<file path="src/design/bcs_pkg.sv">
// Shared constants and field layout for the bounded change search block.
package bcs_pkg;

    localparam int MAX_KINDS = 8;

    localparam int DENOM_W  = 16;
    localparam int AVAIL_W  = 8;
    localparam int TARGET_W = 24;
    localparam int KIND_W   = 3;

    // Kind pointer and kind counter widths.
    localparam int IDX_W = (MAX_KINDS > 1) ? $clog2(MAX_KINDS) : 1;
    localparam int CNT_W = $clog2(MAX_KINDS + 1);

    // Capacity of all kinds below a pointer, and the adder width that holds
    // a partial sum plus such a capacity.
    localparam int CAP_W = TARGET_W + IDX_W;
    localparam int ALU_W = CAP_W + 1;

    // Input tdata layout, lowest bits first.
    localparam int IN_DENOM_LSB  = 0;
    localparam int IN_AVAIL_LSB  = IN_DENOM_LSB + DENOM_W;
    localparam int IN_TARGET_LSB = IN_AVAIL_LSB + AVAIL_W;
    localparam int IN_DATA_W     = ((IN_TARGET_LSB + TARGET_W + 7) / 8) * 8;

    // Output tdata layout, lowest bits first.
    localparam int OUT_KIND_LSB  = 0;
    localparam int OUT_COUNT_LSB = OUT_KIND_LSB + KIND_W;
    localparam int OUT_FOUND_LSB = OUT_COUNT_LSB + AVAIL_W;
    localparam int OUT_USED_W    = OUT_FOUND_LSB + 1;
    localparam int OUT_DATA_W    = ((OUT_USED_W + 7) / 8) * 8;

endpackage

</file>
<file path="src/design/bounded_change_search.sv">
// Bounded change search: loads coin kinds, then walks count combinations for the target.
// A transfer without tlast leaves the input ready for the next kind.
// A transfer with tlast starts the search: each visited combination is checked against the target,
// then a digit steps or carries, until a match is found or every combination is spent.
// Results then leave at one transfer per cycle while m_tready is high; no input is taken meanwhile.
// Reset (rst_n low, asynchronous) clears the sequencer, the kind counter and the target; the kind
// stores hold no reset value and need no clearing pass.
module bounded_change_search
(
    input  logic                          clk,
    input  logic                          rst_n,
    input  logic                          s_tvalid,
    output logic                          s_tready,
    // s_tdata fields, lowest bit up: denomination[15:0], available[23:16], target[47:24].
    input  logic [bcs_pkg::IN_DATA_W-1:0] s_tdata,
    // s_tlast carries is_last: this is the final kind and the search starts.
    input  logic                          s_tlast,
    output logic                          m_tvalid,
    input  logic                          m_tready,
    // m_tdata fields, lowest bit up: kind_index[2:0], chosen_count[10:3], found[11], zero fill.
    output logic [bcs_pkg::OUT_DATA_W-1:0] m_tdata,
    // m_tlast carries last_of_run.
    output logic                          m_tlast
);

    // Sequencer states.
    localparam logic [1:0] ST_IDLE  = 2'd0;  // ready for a kind transfer
    localparam logic [1:0] ST_CHECK = 2'd1;  // compare a fresh combination with the target
    localparam logic [1:0] ST_ADV   = 2'd2;  // step the digit at the pointer, or carry past it
    localparam logic [1:0] ST_OUT   = 2'd3;  // present one result transfer

    localparam int IDX_W = bcs_pkg::IDX_W;
    localparam int CNT_W = bcs_pkg::CNT_W;
    localparam int CAP_W = bcs_pkg::CAP_W;
    localparam int ALU_W = bcs_pkg::ALU_W;
    localparam int TGT_W = bcs_pkg::TARGET_W;

    logic [1:0]       state_reg, state_next;
    logic [CNT_W-1:0] kinds_reg, kinds_next;
    logic [CNT_W-1:0] num_reg, num_next;
    logic [IDX_W-1:0] ptr_reg, ptr_next;
    logic [TGT_W-1:0] target_reg, target_next;
    logic [TGT_W-1:0] sum_reg, sum_next;
    logic [CAP_W-1:0] cap_acc_reg, cap_acc_next;
    logic             found_reg, found_next;

    // Per-kind stores. The capacity entry of a kind is the largest sum that the kinds below
    // it can make; the base entry is the running sum with this digit and all below it at zero.
    logic [bcs_pkg::DENOM_W-1:0] denom_reg [bcs_pkg::MAX_KINDS];
    logic [bcs_pkg::AVAIL_W-1:0] avail_reg [bcs_pkg::MAX_KINDS];
    logic [CAP_W-1:0]            cap_reg   [bcs_pkg::MAX_KINDS];
    logic [bcs_pkg::AVAIL_W-1:0] digit_reg [bcs_pkg::MAX_KINDS];
    logic [TGT_W-1:0]            base_reg  [bcs_pkg::MAX_KINDS];

    logic [bcs_pkg::DENOM_W-1:0] in_denom;
    logic [bcs_pkg::AVAIL_W-1:0] in_avail;
    logic [TGT_W-1:0]            in_target;
    logic                        accept;
    logic                        room;
    logic                        search_start;
    logic [TGT_W-1:0]            load_prod;

    logic [ALU_W-1:0]            alu_opnd;
    logic [ALU_W-1:0]            alu_sum;
    logic                        can_step;
    logic                        ptr_is_top;

    assign in_denom  = s_tdata[bcs_pkg::IN_DENOM_LSB  +: bcs_pkg::DENOM_W];
    assign in_avail  = s_tdata[bcs_pkg::IN_AVAIL_LSB  +: bcs_pkg::AVAIL_W];
    assign in_target = s_tdata[bcs_pkg::IN_TARGET_LSB +: TGT_W];

    assign s_tready     = (state_reg == ST_IDLE);
    assign accept       = s_tvalid && s_tready;
    assign room         = (kinds_reg < CNT_W'(bcs_pkg::MAX_KINDS));
    assign search_start = accept && s_tlast;

    // Full capacity of the kind being loaded; it fits the target width.
    assign load_prod = TGT_W'(in_denom * in_avail);

    // The one shared adder: partial sum plus either the capacity below the pointer (when a
    // combination is checked) or the denomination at the pointer (when a digit steps).
    always_comb
    begin
        if (state_reg == ST_CHECK)
        begin
            alu_opnd = ALU_W'(cap_reg[ptr_reg]);
        end
        else
        begin
            alu_opnd = ALU_W'(denom_reg[ptr_reg]);
        end
        alu_sum = ALU_W'(sum_reg) + alu_opnd;
    end

    // A digit steps only while coins remain and the sum stays within the target; once the sum
    // would pass the target, no larger count of this digit can help, so the walk carries.
    assign can_step   = (digit_reg[ptr_reg] != avail_reg[ptr_reg]) &&
                        (alu_sum <= ALU_W'(target_reg));
    assign ptr_is_top = ((CNT_W'(ptr_reg) + CNT_W'(1)) == num_reg);

    always_comb
    begin
        state_next   = state_reg;
        kinds_next   = kinds_reg;
        num_next     = num_reg;
        ptr_next     = ptr_reg;
        target_next  = target_reg;
        sum_next     = sum_reg;
        cap_acc_next = cap_acc_reg;
        found_next   = found_reg;
        case (state_reg)
            ST_IDLE:
            begin
                if (accept)
                begin
                    if (room)
                    begin
                        kinds_next   = kinds_reg + CNT_W'(1);
                        cap_acc_next = cap_acc_reg + CAP_W'(load_prod);
                    end
                    if (s_tlast)
                    begin
                        // Start from all digits at zero; the next item begins a new run.
                        num_next     = room ? (kinds_reg + CNT_W'(1)) : kinds_reg;
                        kinds_next   = '0;
                        cap_acc_next = '0;
                        target_next  = in_target;
                        sum_next     = '0;
                        ptr_next     = '0;
                        state_next   = ST_CHECK;
                    end
                end
            end
            ST_CHECK:
            begin
                // Digits below the pointer are zero here.
                if (sum_reg == target_reg)
                begin
                    found_next = 1'b1;
                    ptr_next   = '0;
                    state_next = ST_OUT;
                end
                else if (alu_sum < ALU_W'(target_reg))
                begin
                    // Lower kinds cannot close the gap: step this digit directly.
                    state_next = ST_ADV;
                end
                else
                begin
                    ptr_next   = '0;
                    state_next = ST_ADV;
                end
            end
            ST_ADV:
            begin
                if (can_step)
                begin
                    sum_next   = alu_sum[TGT_W-1:0];
                    state_next = ST_CHECK;
                end
                else
                begin
                    sum_next = base_reg[ptr_reg];
                    if (ptr_is_top)
                    begin
                        // Carry out of the top digit: every combination is spent.
                        found_next = 1'b0;
                        ptr_next   = '0;
                        state_next = ST_OUT;
                    end
                    else
                    begin
                        ptr_next = ptr_reg + IDX_W'(1);
                    end
                end
            end
            ST_OUT:
            begin
                if (m_tready)
                begin
                    if (m_tlast)
                    begin
                        ptr_next   = '0;
                        state_next = ST_IDLE;
                    end
                    else
                    begin
                        ptr_next = ptr_reg + IDX_W'(1);
                    end
                end
            end
            default:
            begin
                state_next = ST_IDLE;
            end
        endcase
    end

    always_ff @(posedge clk or negedge rst_n)
    begin
        if (!rst_n)
        begin
            state_reg   <= ST_IDLE;
            kinds_reg   <= '0;
            num_reg     <= '0;
            ptr_reg     <= '0;
            target_reg  <= '0;
            sum_reg     <= '0;
            cap_acc_reg <= '0;
            found_reg   <= 1'b0;
        end
        else
        begin
            state_reg   <= state_next;
            kinds_reg   <= kinds_next;
            num_reg     <= num_next;
            ptr_reg     <= ptr_next;
            target_reg  <= target_next;
            sum_reg     <= sum_next;
            cap_acc_reg <= cap_acc_next;
            found_reg   <= found_next;
        end
    end

    // Kind stores, written once per loaded kind.
    always_ff @(posedge clk)
    begin
        if (accept && room)
        begin
            denom_reg[kinds_reg[IDX_W-1:0]] <= in_denom;
            avail_reg[kinds_reg[IDX_W-1:0]] <= in_avail;
            cap_reg[kinds_reg[IDX_W-1:0]]   <= cap_acc_reg;
        end
    end

    // Digit counters and base sums. A step at the pointer leaves the lower digits at zero,
    // so the new sum is the base for every digit below it.
    always_ff @(posedge clk)
    begin
        for (int i = 0; i < bcs_pkg::MAX_KINDS; i++)
        begin
            if (search_start)
            begin
                digit_reg[i] <= '0;
                base_reg[i]  <= '0;
            end
            else if (state_reg == ST_ADV)
            begin
                if (IDX_W'(i) == ptr_reg)
                begin
                    digit_reg[i] <= can_step ? (digit_reg[i] + 8'd1) : '0;
                end
                if (can_step && (IDX_W'(i) < ptr_reg))
                begin
                    base_reg[i] <= alu_sum[TGT_W-1:0];
                end
            end
        end
    end

    // Result transfers: one per loaded kind on success, a single empty one otherwise.
    always_comb
    begin
        m_tdata  = '0;
        m_tvalid = (state_reg == ST_OUT);
        m_tlast  = !found_reg || ptr_is_top;
        if (found_reg)
        begin
            m_tdata[bcs_pkg::OUT_KIND_LSB  +: bcs_pkg::KIND_W]  = bcs_pkg::KIND_W'(ptr_reg);
            m_tdata[bcs_pkg::OUT_COUNT_LSB +: bcs_pkg::AVAIL_W] = digit_reg[ptr_reg];
            m_tdata[bcs_pkg::OUT_FOUND_LSB]                     = 1'b1;
        end
    end

    // The running sum never passes the target of the current search.
    a_sum_bounded: assert property (@(posedge clk) disable iff (!rst_n)
        (sum_reg <= target_reg))
        else $error("running sum passed the target");

    // During the walk and the output the pointer stays inside the loaded kinds.
    a_ptr_in_range: assert property (@(posedge clk) disable iff (!rst_n)
        (state_reg != ST_IDLE) |-> (CNT_W'(ptr_reg) < num_reg))
        else $error("kind pointer outside loaded kinds");

    // A failed search gives exactly one transfer.
    a_none_is_last: assert property (@(posedge clk) disable iff (!rst_n)
        (m_tvalid && !found_reg) |-> m_tlast)
        else $error("no-solution result not marked last");

    // Input and output are never both open.
    a_one_side: assert property (@(posedge clk) disable iff (!rst_n)
        s_tready |-> !m_tvalid)
        else $error("input ready while a result is pending");

    // A found result has a sum equal to the target once the walk stops.
    a_found_sum: assert property (@(posedge clk) disable iff (!rst_n)
        (m_tvalid && found_reg) |-> (sum_reg == target_reg))
        else $error("reported solution does not match the target");

endmodule
</file>
<file path="config.mk">
export PLATFORM = sky130hd
export DESIGN_NAME = bounded_change_search
export DESIGN_NICKNAME = d
export VERILOG_FILES = /design/src/design/bcs_pkg.sv /design/src/design/bounded_change_search.sv
export SDC_FILE = /design/constraint.sdc
export NUM_CORES = 1
export LEC_CHECK = 0
export ABC_CLOCK_PERIOD_IN_PS = 16340
export BUFFER_PORTS_ARGS = -buffer_cell sky130_fd_sc_hd__buf_2
export CORE_MARGIN = 3
export CORE_UTILIZATION = 50
export CTS_CLUSTER_SIZE = 8
export DETAILED_ROUTE_END_ITERATION = 8
export PLACE_DENSITY = 0.72
export SYNTH_ARGS = -nofsm -noshare
export SYNTH_HDL_FRONTEND = slang
export SYNTH_SLANG_ARGS = --single-unit
</file>
<file path="constraint.sdc">
create_clock -name clk -period 16.34 [get_ports clk]
set_clock_uncertainty 0.1 [all_clocks]
set_input_delay 4.085 -clock clk [delete_from_list [all_inputs] [get_ports clk]]
set_output_delay 4.085 -clock clk [all_outputs]
set_load 0.02 [all_outputs]
</file>
; Yosys cells after proc, flatten, opt, wreduce, memory -nomap -nowiden
; Memory sizes are Yosys's and may differ from the RTL's.
; Index checks and enable logic that the tools add are counted.
[op_classes]
eq_ne = 22
mux = 123
order_cmp = 11
n_mul = 1
addsub = 13
bitwise = 16
reduce_logical = 26
[op_table]
columns = operator, n
row1 = 2-to-1 mux 24 bit, 11
row2 = 2-to-1 mux 8 bit, 16
row3 = 2-to-1 mux 27 bit, 3
row4 = 2-to-1 mux 1 bit, 72
row5 = "adder 8 x 1 -> 8 bit, second input constant", 8
row6 = one-hot mux 24 bit (2 select lines), 1
row7 = adder 24 x 28 -> 28 bit, 1
row8 = less-or-equal comparator 28 x 24 -> 1 bit, 1
row9 = less-than comparator 28 x 24 -> 1 bit, 1
row10 = adder 27 x 24 -> 27 bit, 1
row11 = equality test 24 bit, 1
row12 = multiplier 16 x 8 -> 24 bit, 1
row13 = 2-to-1 mux 3 bit, 8
row14 = OR 1 bit, 16
row15 = "equality test 3 bit, first input constant", 4
row16 = logical AND 1 bit, 12
row17 = "less-than comparator 3 bit, first input constant", 4
row18 = 2-to-1 mux 12 bit, 1
row19 = 2-to-1 mux 2 bit, 6
row20 = one-hot mux 3 bit (4 select lines), 1
row21 = "!= test 2 x 1 -> 1 bit, second input constant", 5
row22 = AND reduction 5 bit, 2
row23 = AND reduction 3 bit, 3
row24 = 2-to-1 mux 4 bit, 2
row25 = other kinds (23), 31
[totals]
out_inout_bits = 19
inputBits = 53
mem_count = 5
ramBits = 664
ff_bits = 89
wordCells = 225
[mem_list]
columns = memory, words, word_bits, read_ports, rd_ports_with_merged_regs, wr, line
row1 = cap_reg, 8, 27, 1, 0, 1, bounded_change_search.sv:51  ; logic [CAP_W-1:0] cap_reg [bcs_pkg::MAX_KINDS];
row2 = base_reg, 8, 24, 1, 0, 8, bounded_change_search.sv:53  ; logic [TGT_W-1:0] base_reg [bcs_pkg::MAX_KINDS];
row3 = denom_reg, 8, 16, 1, 0, 1, bounded_change_search.sv:49  ; logic [bcs_pkg::DENOM_W-1:0] denom_reg [bcs_pkg::MAX_KINDS];
row4 = avail_reg, 8, 8, 1, 0, 1, bounded_change_search.sv:50  ; logic [bcs_pkg::AVAIL_W-1:0] avail_reg [bcs_pkg::MAX_KINDS];
row5 = digit_reg, 8, 8, 9, 0, 8, bounded_change_search.sv:52  ; logic [bcs_pkg::AVAIL_W-1:0] digit_reg [bcs_pkg::MAX_KINDS];

; Logic depth before layout (Yosys ltp)
; Gate-level depths: netlist (run 1).
[logic_depth]
ltp_word = 11
mapped_depth = 36
depth_no_buf = 27

; Least setup slack after synthesis (run 1)
; No wires, ideal clock.
[synth_path]
path_kind = reg-to-reg
startpoint = register ptr_reg[1]
endpoint = memory base_reg[4][0] (netlist bit), enable pin
t_required_ns = 15.802
setup_time_ns = 0.438
arrival_ns = 8.395
stages_incl_launch_ff = 33
n_path_buf = 9
period_less_slack_ns = 8.933
path_slack_ns = 7.407
cell_sequence = dfrtp_1 buf_6 clkbuf_1 buf_2 buf_2 clkbuf_1 clkbuf_1 buf_1 o21ai_0 a21oi_1 ha_1 inv_1 fa_1 and2b_1 o2111ai_1 a31oi_4 a211oi_1 o31ai_1 a21o_1 a21oi_1 xor2_1 inv_1 ha_1 a21o_1 a21o_1 nor4b_1 o21ai_0 o41ai_1 o31a_1 buf_4 nand3_2 buf_6 o21ai_0
[synth_rtl]
columns = item, line
row1 = "start, declared", bounded_change_search.sv:41  ; logic [IDX_W-1:0] ptr_reg, ptr_next;
row2 = "start signal, assigned", bounded_change_search.sv:217  ; ptr_reg <= ptr_next;
row3 = "end, declared", bounded_change_search.sv:53

==> results.json, run 1 <==
{
  "grt_pass1_wl_mm": 152.2,
  "ys_warn_count": 0,
  "post_cts_buffers": 0,
  "internal-power_mw": 4.810,
  "crit_path_top_delay_cell": "nand2_1",
  "multiInputGateArea_sq_um": 14480,
  "worstMarginPinSlew_ps": 1307,
  "setup_violations": 0,
  "ys_async_sr_fraction_pct": 12.21,
  "largest_reg_flops": 216,
  "firstDrtPassIters": 6,
  "path_buf_inv": 5,
  "cp-start-kind": "flop",
  "max_freq_mhz": 97.39,
  "io_pins": 72,
  "floorplan.initialDensity_pct": 50.82,
  "synth_top_family_by_area": "simple AND/OR/NAND/NOR gates",
  "num_vias": 25010,
  "avgRoutedWirePerCell_microns": 24.65,
  "cpLargestDelayFamily": "simple AND/OR/NAND/NOR gates",
  "netlist_area_sq_um": 37330,
  "timing.final.crit_share_pct": 62.84,
  "antenna_found_initial": 2,
  "combPwrFrac_pct": 43.3,
  "layout_setup_ws_ps": 6072,
  "synth_seq_cells": 729,
  "nNetsFinal": 3238,
  "overflow": 0,
  "synth_compound_area_share_pct": 9.781,
  "cp.depth": 28,
  "slew_headroom_pct": 12.66,
  "area_delta_synth_final_pct": 11.47,
  "synth_top_area_cell": "edfxtp_1",
  "clkPwrFrac_pct": 24.3,
  "synth_cells": 2896,
  "clockBufferDepth": 3,
  "worst_hold_path_type": "flop to flop",
  "hold_depth": 2,
  "cp_slowest_stage_delay_ps": 1130,
  "synth_fa_ha_area_share_pct": 9.426,
  "route.detailed.drc": 0,
  "ff2ff_path_depth": 28,
  "final_cells": 4016,
  "design.die.area_sq_um": 77970,
  "critPathMaxFanout": 55,
  "layout-drive-gt1-share_pct": 12.47,
  "ctsHoldBuffers": 0,
  "dpl.hpwl_mm": 63.73,
  "clock-root-buffer": "clkbuf_16",
  "via_per_inst": 6.226,
  "io_buffers": 67,
  "ys.flop_type": "edfxtp_1",
  "switchingPower_mw": 3.292,
  "clock-sinks": 729,
  "globalplace.congestion": 0.9164,
  "yosysSeqAreaShare_pct": 57.45,
  "seqCellArea_sq_um": 21460,
  "ant_nets": 0,
  "path_clk_slew_ps": 50,
  "grt_usage_pct": 25.47,
  "cap_violations": 0,
  "pre_cts_slack_ps": 6194,
  "layout_min_cycle_time_ps": 10270,
  "crit_type": "flop to flop",
  "synth-xor-area-share_pct": 3.074,
  "grt_max_degree": 83,
  "synth-simple-area-share_pct": 9.945,
  "insertion_delay_ps": 670,
  "drv_slew": 0,
  "p_per_area_nw_per_um2": 194.7,
  "switching_share_pct": 40.64,
  "placed_cell_area_sq_um": 38590,
  "finalWirelength_mm": 98.98,
  "core_area_sq_um": 73450,
  "synth-edff-count": 640,
  "fillers": 5805,
  "setup_tns_ps": 0,
  "synth.top_cell.area_share_pct": 51.49,
  "ys_types": 81,
  "htreeDepth": 3,
  "status": "complete, no violations",
  "endpoint_kind": "flop",
  "hold_violations": 0,
  "cts_buffers": 101,
  "seq_power_share_pct": 32.4,
  "die_width_microns": 279.2,
  "rsz0062_at_grt": "no",
  "cp.required_ps": 16490,
  "num_rows": 99,
  "die-height_microns": 279.2,
  "grt_pass1_vias": 25200,
  "stdcell_area_sq_um": 41610,
  "syn_avg_cell_area_sq_um": 12.89,
  "drtIter0Drc": 2737,
  "cts_resized": 0,
  "ir_drop_v": 0.0001060,
  "arrival_ps": 10420,
  "p_leak_nw": 15.51,
  "synthTopCellsByArea": "edfxtp_1 (51%), dfrtp_1 (6.0%), fa_1 (5.7%)",
  "tritoncts": "done",
  "dp.cells": 3824,
  "synth.area.mux_share_pct": 6.298
}
==> metal layers <==
| metal | track usage [%] | vias up | routed length (microns) |
|---|---|---|---|
| met2 | 40.04 | 1397 | 45600 |
| met1 | 36.00 | 12490 | 39940 |
| met5 | 0 | - | 0 |
| met3 | 4.582 | 227 | 10160 |
| met4 | 8.848 | 0 | 3278 |
| li1 | - | 10900 | - |
==> power groups by stage <==
stage | clock, mW | sequential (mW) | combinational [mW]
3_5_place_dp | 0 | 2.65 | 3.43
6_report | 1.97 | 2.63 | 3.51
4_1_cts | 1.98 | 2.62 | 3.45
2_1_floorplan | 0 | 2.52 | 2.61
3_3_place_gp | 0 | 2.64 | 3.33
5_1_grt | 2.07 | 2.65 | 3.82
==> logic make-up after synthesis <==
kind of cell | Yosys count
mux | 172
buf+inv | 339
flops | 729
other cells | 1
compound gates | 516
fa+ha+maj | 217
simple gates | 791
xor+xnor | 131
==> cells in the mapped netlist (all sizes together), types with 18 or more instances <==
library cell  number
a21o              34
a21oi            122
a221oi            44
a22o              28
and2              62
and3              24
buf               80
clkbuf            80
dfrtp             89
edfxtp           640
fa               107
ha               110
inv              178
mux2              43
mux2i             83
mux4              46
nand2            239
nand3             49
nor2             196
nor3             147
nor4              18
o21ai             92
o221ai            34
o22ai             30
xnor2             51
xor2              80
==> area by class of cell <==
cell class,count,share of cell area (%)
Antenna cell,1,0.006014
Clock buffer,184,6.823
Clock inverter,7,0.4210
Sequential cell,729,51.57
Inverter,179,1.615
Tap cell,959,2.884
Timing Repair Buffer,126,1.876
Multi-Input combinational cell,1831,34.81
==> through the flow <==
stage / hold slack, ps / utilization, % / power, mW
2_1_floorplan: 369.2 / - / 5.123
3_3_place_gp: 387.8 / 52.54 / 5.962
3_5_place_dp: 394.4 / 52.54 / 6.084
4_1_cts: 405.6 / 56.64 / 8.060
5_1_grt: 428.0 / 56.64 / 8.539
6_report: 404.8 / 56.65 / 8.102
==> layout by cell type, fill, tap and decap left out, types with 60 or more instances in the layout <==
| cell type | netlist | routed |
|---|---|---|
| nand2_1 | 238 | 238 |
| clkbuf_16 | 0 | 101 |
| and2_1 | 62 | 61 |
| inv_1 | 176 | 175 |
| mux2i_1 | 83 | 83 |
| dfrtp_1 | 89 | 86 |
| buf_2 | 36 | 66 |
| nor2_1 | 196 | 189 |
| o21ai_0 | 90 | 88 |
| fa_1 | 107 | 107 |
| a21oi_1 | 122 | 122 |
| ha_1 | 110 | 110 |
| clkbuf_1 | 80 | 83 |
| xor2_1 | 80 | 80 |
| edfxtp_1 | 640 | 640 |
| nor3_1 | 139 | 135 |
| buf_4 | 16 | 60 |
==> tightest hold or removal path, delay by kind of cell, from the launching register on <==
kind             cells  cell delay [ps]
AO/OA/AOI/OAI        1               60
flip-flops           1              360
AND/OR/NAND/NOR      1               50
==> final timing paths <==
| path | startpoint | endpoint | slack [ps] |
|---|---|---|---|
| max in group asynchronous | rst_n | cap_acc_reg[12]$_DFFE_PN0P_ | 11540 |
| min in group asynchronous | rst_n | sum_reg[7]$_DFFE_PN0P_ | 3370 |
| worst min register to register | num_reg[1]$_DFFE_PN0P_ | num_reg[1]$_DFFE_PN0P_ | 400 |
| worst max register to register | ptr_reg[0]$_DFFE_PN0P_ | base_reg[5][17]$_SDFFCE_PN0P_ | 6070 |
| worst min-delay path | num_reg[1]$_DFFE_PN0P_ | num_reg[1]$_DFFE_PN0P_ | 400 |
| worst max-delay path | ptr_reg[0]$_DFFE_PN0P_ | base_reg[5][17]$_SDFFCE_PN0P_ | 6070 |
No activity file was read; power rests on OpenSTA's default activity.
==> run 2, diff against run 1 <==
- ABC_AREA: unset -> 1
- ABC_CLOCK_PERIOD_IN_PS: 16340 -> 10500
- clock period: 16.34 -> 10.5 ns (I/O delays scaled with it)
==> run 2 against run 1 <==
Compared with the run above: flip-flop and latch count unchanged; sequential power rose by 50%; critical path depth up 4; sequential share of layout area is 0.38 points lower; synthesized cell count rose by 30%; first-iteration DRC count is 2.2% higher; area after synthesis increased by 0.85%; cell count grew 21%; die area rose by 0.84%; combinational power grew 68%; via count rose by 10%; routed wire length is 1.4% higher; critical path type unchanged; critical endpoint is now base_reg[2][2]$_SDFFCE_PN0P_; highest routed layer unchanged.
==> results.json, run 2 <==
{
  "hold_violations": 0,
  "arrival_ps": 9090,
  "drv_slew": 0,
  "whs_ps": 408.0,
  "path_clk_slew_ps": 50,
  "path_buf_inv": 7,
  "final_core_util_pct": 56.76,
  "overflow": 0,
  "design.die.area_sq_um": 78620,
  "drtIter0Drc": 2796,
  "synth.area.mux_share_pct": 0,
  "netlist_area_sq_um": 37650,
  "slew_headroom_pct": 12.74,
  "endpoint_kind": "flop",
  "timing.final.crit_share_pct": 84.22,
  "ctsHoldBuffers": 0,
  "num_rows": 99,
  "ir_drop_v": 0.0001831,
  "setup_violations": 0,
  "ys_warn_count": 0,
  "max_freq_mhz": 113.1,
  "num_vias": 27540,
  "grt_usage_pct": 25.74,
  "cp-start-kind": "flop",
  "area_delta_synth_final_pct": 11.31,
  "yosys-top-cells-count": "nand2_1 (862), edfxtp_1 (640), nor2_1 (489)",
  "synth.top_cell.area_share_pct": 51.05,
  "combPwrFrac_pct": 45.7,
  "synth-xor-area-share_pct": 2.001,
  "layout_min_cycle_time_ps": 8844,
  "htreeDepth": 3,
  "floorplan.initialDensity_pct": 50.99,
  "internal-power_mw": 7.222,
  "cp.required_ps": 10750,
  "total_power_mw": 12.88,
  "rsz0062_at_grt": "no",
  "pre_cts_slack_ps": 1716,
  "fillers": 6115,
  "status": "complete, no violations",
  "synthTopCellsByArea": "edfxtp_1 (51%), nand2_1 (8.6%), dfrtp_1 (5.9%)",
  "cp_slowest_stage_delay_ps": 720,
  "ys.flop_type": "edfxtp_1",
  "clkPwrFrac_pct": 23.7,
  "clock-root-buffer": "clkbuf_16",
  "synth-simple-area-share_pct": 17.26,
  "largest_reg_flops": 216,
  "via_per_inst": 5.686,
  "insertion_delay_ps": 660,
  "clockBufferDepth": 3,
  "globalplace.congestion": 0.9060,
  "cts_resized": 0,
  "grt_pass1_vias": 27320,
  "switchingPower_mw": 5.660,
  "yosysSeqAreaShare_pct": 56.97,
  "finalWirelength_mm": 100.4,
  "crit_path_top_delay_cell": "nand2_1",
  "io_pins": 72,
  "crit_type": "flop to flop",
  "cts_buffers": 101,
  "ant_nets": 0,
  "critPathMaxFanout": 35,
  "synth_cells": 3764,
  "cpLargestDelayFamily": "simple AND/OR/NAND/NOR gates",
  "synth_seq_cells": 729,
  "synth_most_common_cell": "nand2_1",
  "avgRoutedWirePerCell_microns": 20.72,
  "layout_setup_ws_ps": 1657,
  "synth_compound_area_share_pct": 8.256,
  "ys_async_sr_fraction_pct": 12.21,
  "antenna_found_initial": 3,
  "crit_top_cell": "nand2_1",
  "layout-drive-gt1-share_pct": 7.338,
  "dpl.hpwl_mm": 65.75,
  "clock-sinks": 729,
  "synth_top_family_by_area": "simple AND/OR/NAND/NOR gates",
  "grt_pass1_wl_mm": 156.2,
  "synth-edff-count": 640,
  "p_per_area_nw_per_um2": 307.4,
  "synth_top_area_cell": "edfxtp_1",
  "tritoncts": "done",
  "ys_types": 56,
  "setup_tns_ps": 0,
  "io_buffers": 67,
  "worstMarginPinSlew_ps": 1306,
  "switching_share_pct": 43.94,
  "worst_hold_path_type": "flop to flop",
  "p_leak_nw": 17.43,
  "seq_power_share_pct": 30.6,
  "cap_violations": 0,
  "nNetsFinal": 4081,
  "route.detailed.drc": 0,
  "die_width_microns": 280.4,
  "syn_avg_cell_area_sq_um": 10.00,
  "post_cts_buffers": 0,
  "grt_max_degree": 98,
  "firstDrtPassIters": 6,
  "layout.cells.most_common_list": "nand2_1 (861), edfxtp_1 (640), nor2_1 (476)",
  "synth_fa_ha_area_share_pct": 9.346,
  "die-height_microns": 280.4,
  "core_area_sq_um": 73830,
  "layout_commonest_cell": "nand2_1"
}
run 2: changes by cell type after synthesis, moves of 30 or more:
| cell | change |
|---|---|
| and2_1 | -61 |
| clkbuf_1 | +35 |
| inv_1 | +224 |
| mux2_2 | -42 |
| mux2i_1 | -83 |
| mux4_2 | -46 |
| nand2_1 | +624 |
| nand3_1 | +105 |
| nor2_1 | +293 |
| nor3_1 | -122 |
| o21ai_0 | +138 |
| xor2_1 | -30 |
run 2: worst reg2reg max path: cells and delay by family (launching register included):
kind            cells  cell delay, ps
compound gates      6             890
xor+xnor            1             590
fa+ha+maj           3             970
buf+inv             7            2040
flops               1             530
simple gates       15            3430
run 2: power groups by stage:
| stage | combinational [mW] | sequential, mW | clock (mW) |
|---|---|---|---|
| finish | 5.88 | 3.95 | 3.05 |
| global route | 6.57 | 3.98 | 3.20 |
| CTS | 5.81 | 3.94 | 3.07 |
| detailed placement | 5.75 | 3.99 | 0 |
| global placement | 5.68 | 3.98 | 0 |
| floorplan | 4.01 | 3.87 | 0 |
run 2: final cells by class:
type                            instances  area, sq um  share of cell area [%]
Antenna cell                            1        2.502                0.005972
Tap cell                              959         1200                   2.863
Clock inverter                          7        165.2                  0.3941
Timing Repair Buffer                  113        708.2                   1.690
Clock buffer                          169         2814                   6.715
Sequential cell                       729        21450                   51.19
Multi-Input combinational cell       2448        13990                   33.38
Inverter                              418         1577                   3.762
run 2: worst paths after layout:
check,slack (ps),cells past startpoint,start,end
max,1660,32,ptr_reg[2]$_DFFE_PN0P_,base_reg[2][2]$_SDFFCE_PN0P_
min,410,2,num_reg[2]$_DFFE_PN0P_,num_reg[2]$_DFFE_PN0P_
max reg2reg,1660,32,ptr_reg[2]$_DFFE_PN0P_,base_reg[2][2]$_SDFFCE_PN0P_
min reg2reg,410,2,num_reg[2]$_DFFE_PN0P_,num_reg[2]$_DFFE_PN0P_
max in group asynchronous,7110,2,rst_n,ptr_reg[0]$_DFFE_PN0P_
min in group asynchronous,1820,1,rst_n,cap_acc_reg[22]$_DFFE_PN0P_
run 2: cell families after synthesis:
kind of cell | after synthesis
AND/OR/NAND/NOR | 1603
flip-flops | 729
buffers and inverters | 590
AO/OA/AOI/OAI | 538
adder cells (fa/ha/maj) | 217
XOR/XNOR | 86
other | 1
run 2: per-layer routing:
| layer | track usage, % | vias up | wire, microns |
|---|---|---|---|
| met5 | 0 | - | 0 |
| li1 | - | 12710 | - |
| met4 | 8.935 | 0 | 3134 |
| met1 | 35.37 | 13370 | 41030 |
| met3 | 4.352 | 204 | 9178 |
| met2 | 41.75 | 1261 | 47010 |
run 2: metrics by stage:
step,cells,area (sq um)
3_3_place_gp,4667,38920
5_1_grt,4844,41900
2_1_floorplan,3767,37660
6_report,4844,41900
3_5_place_dp,4667,38920
4_1_cts,4843,41900
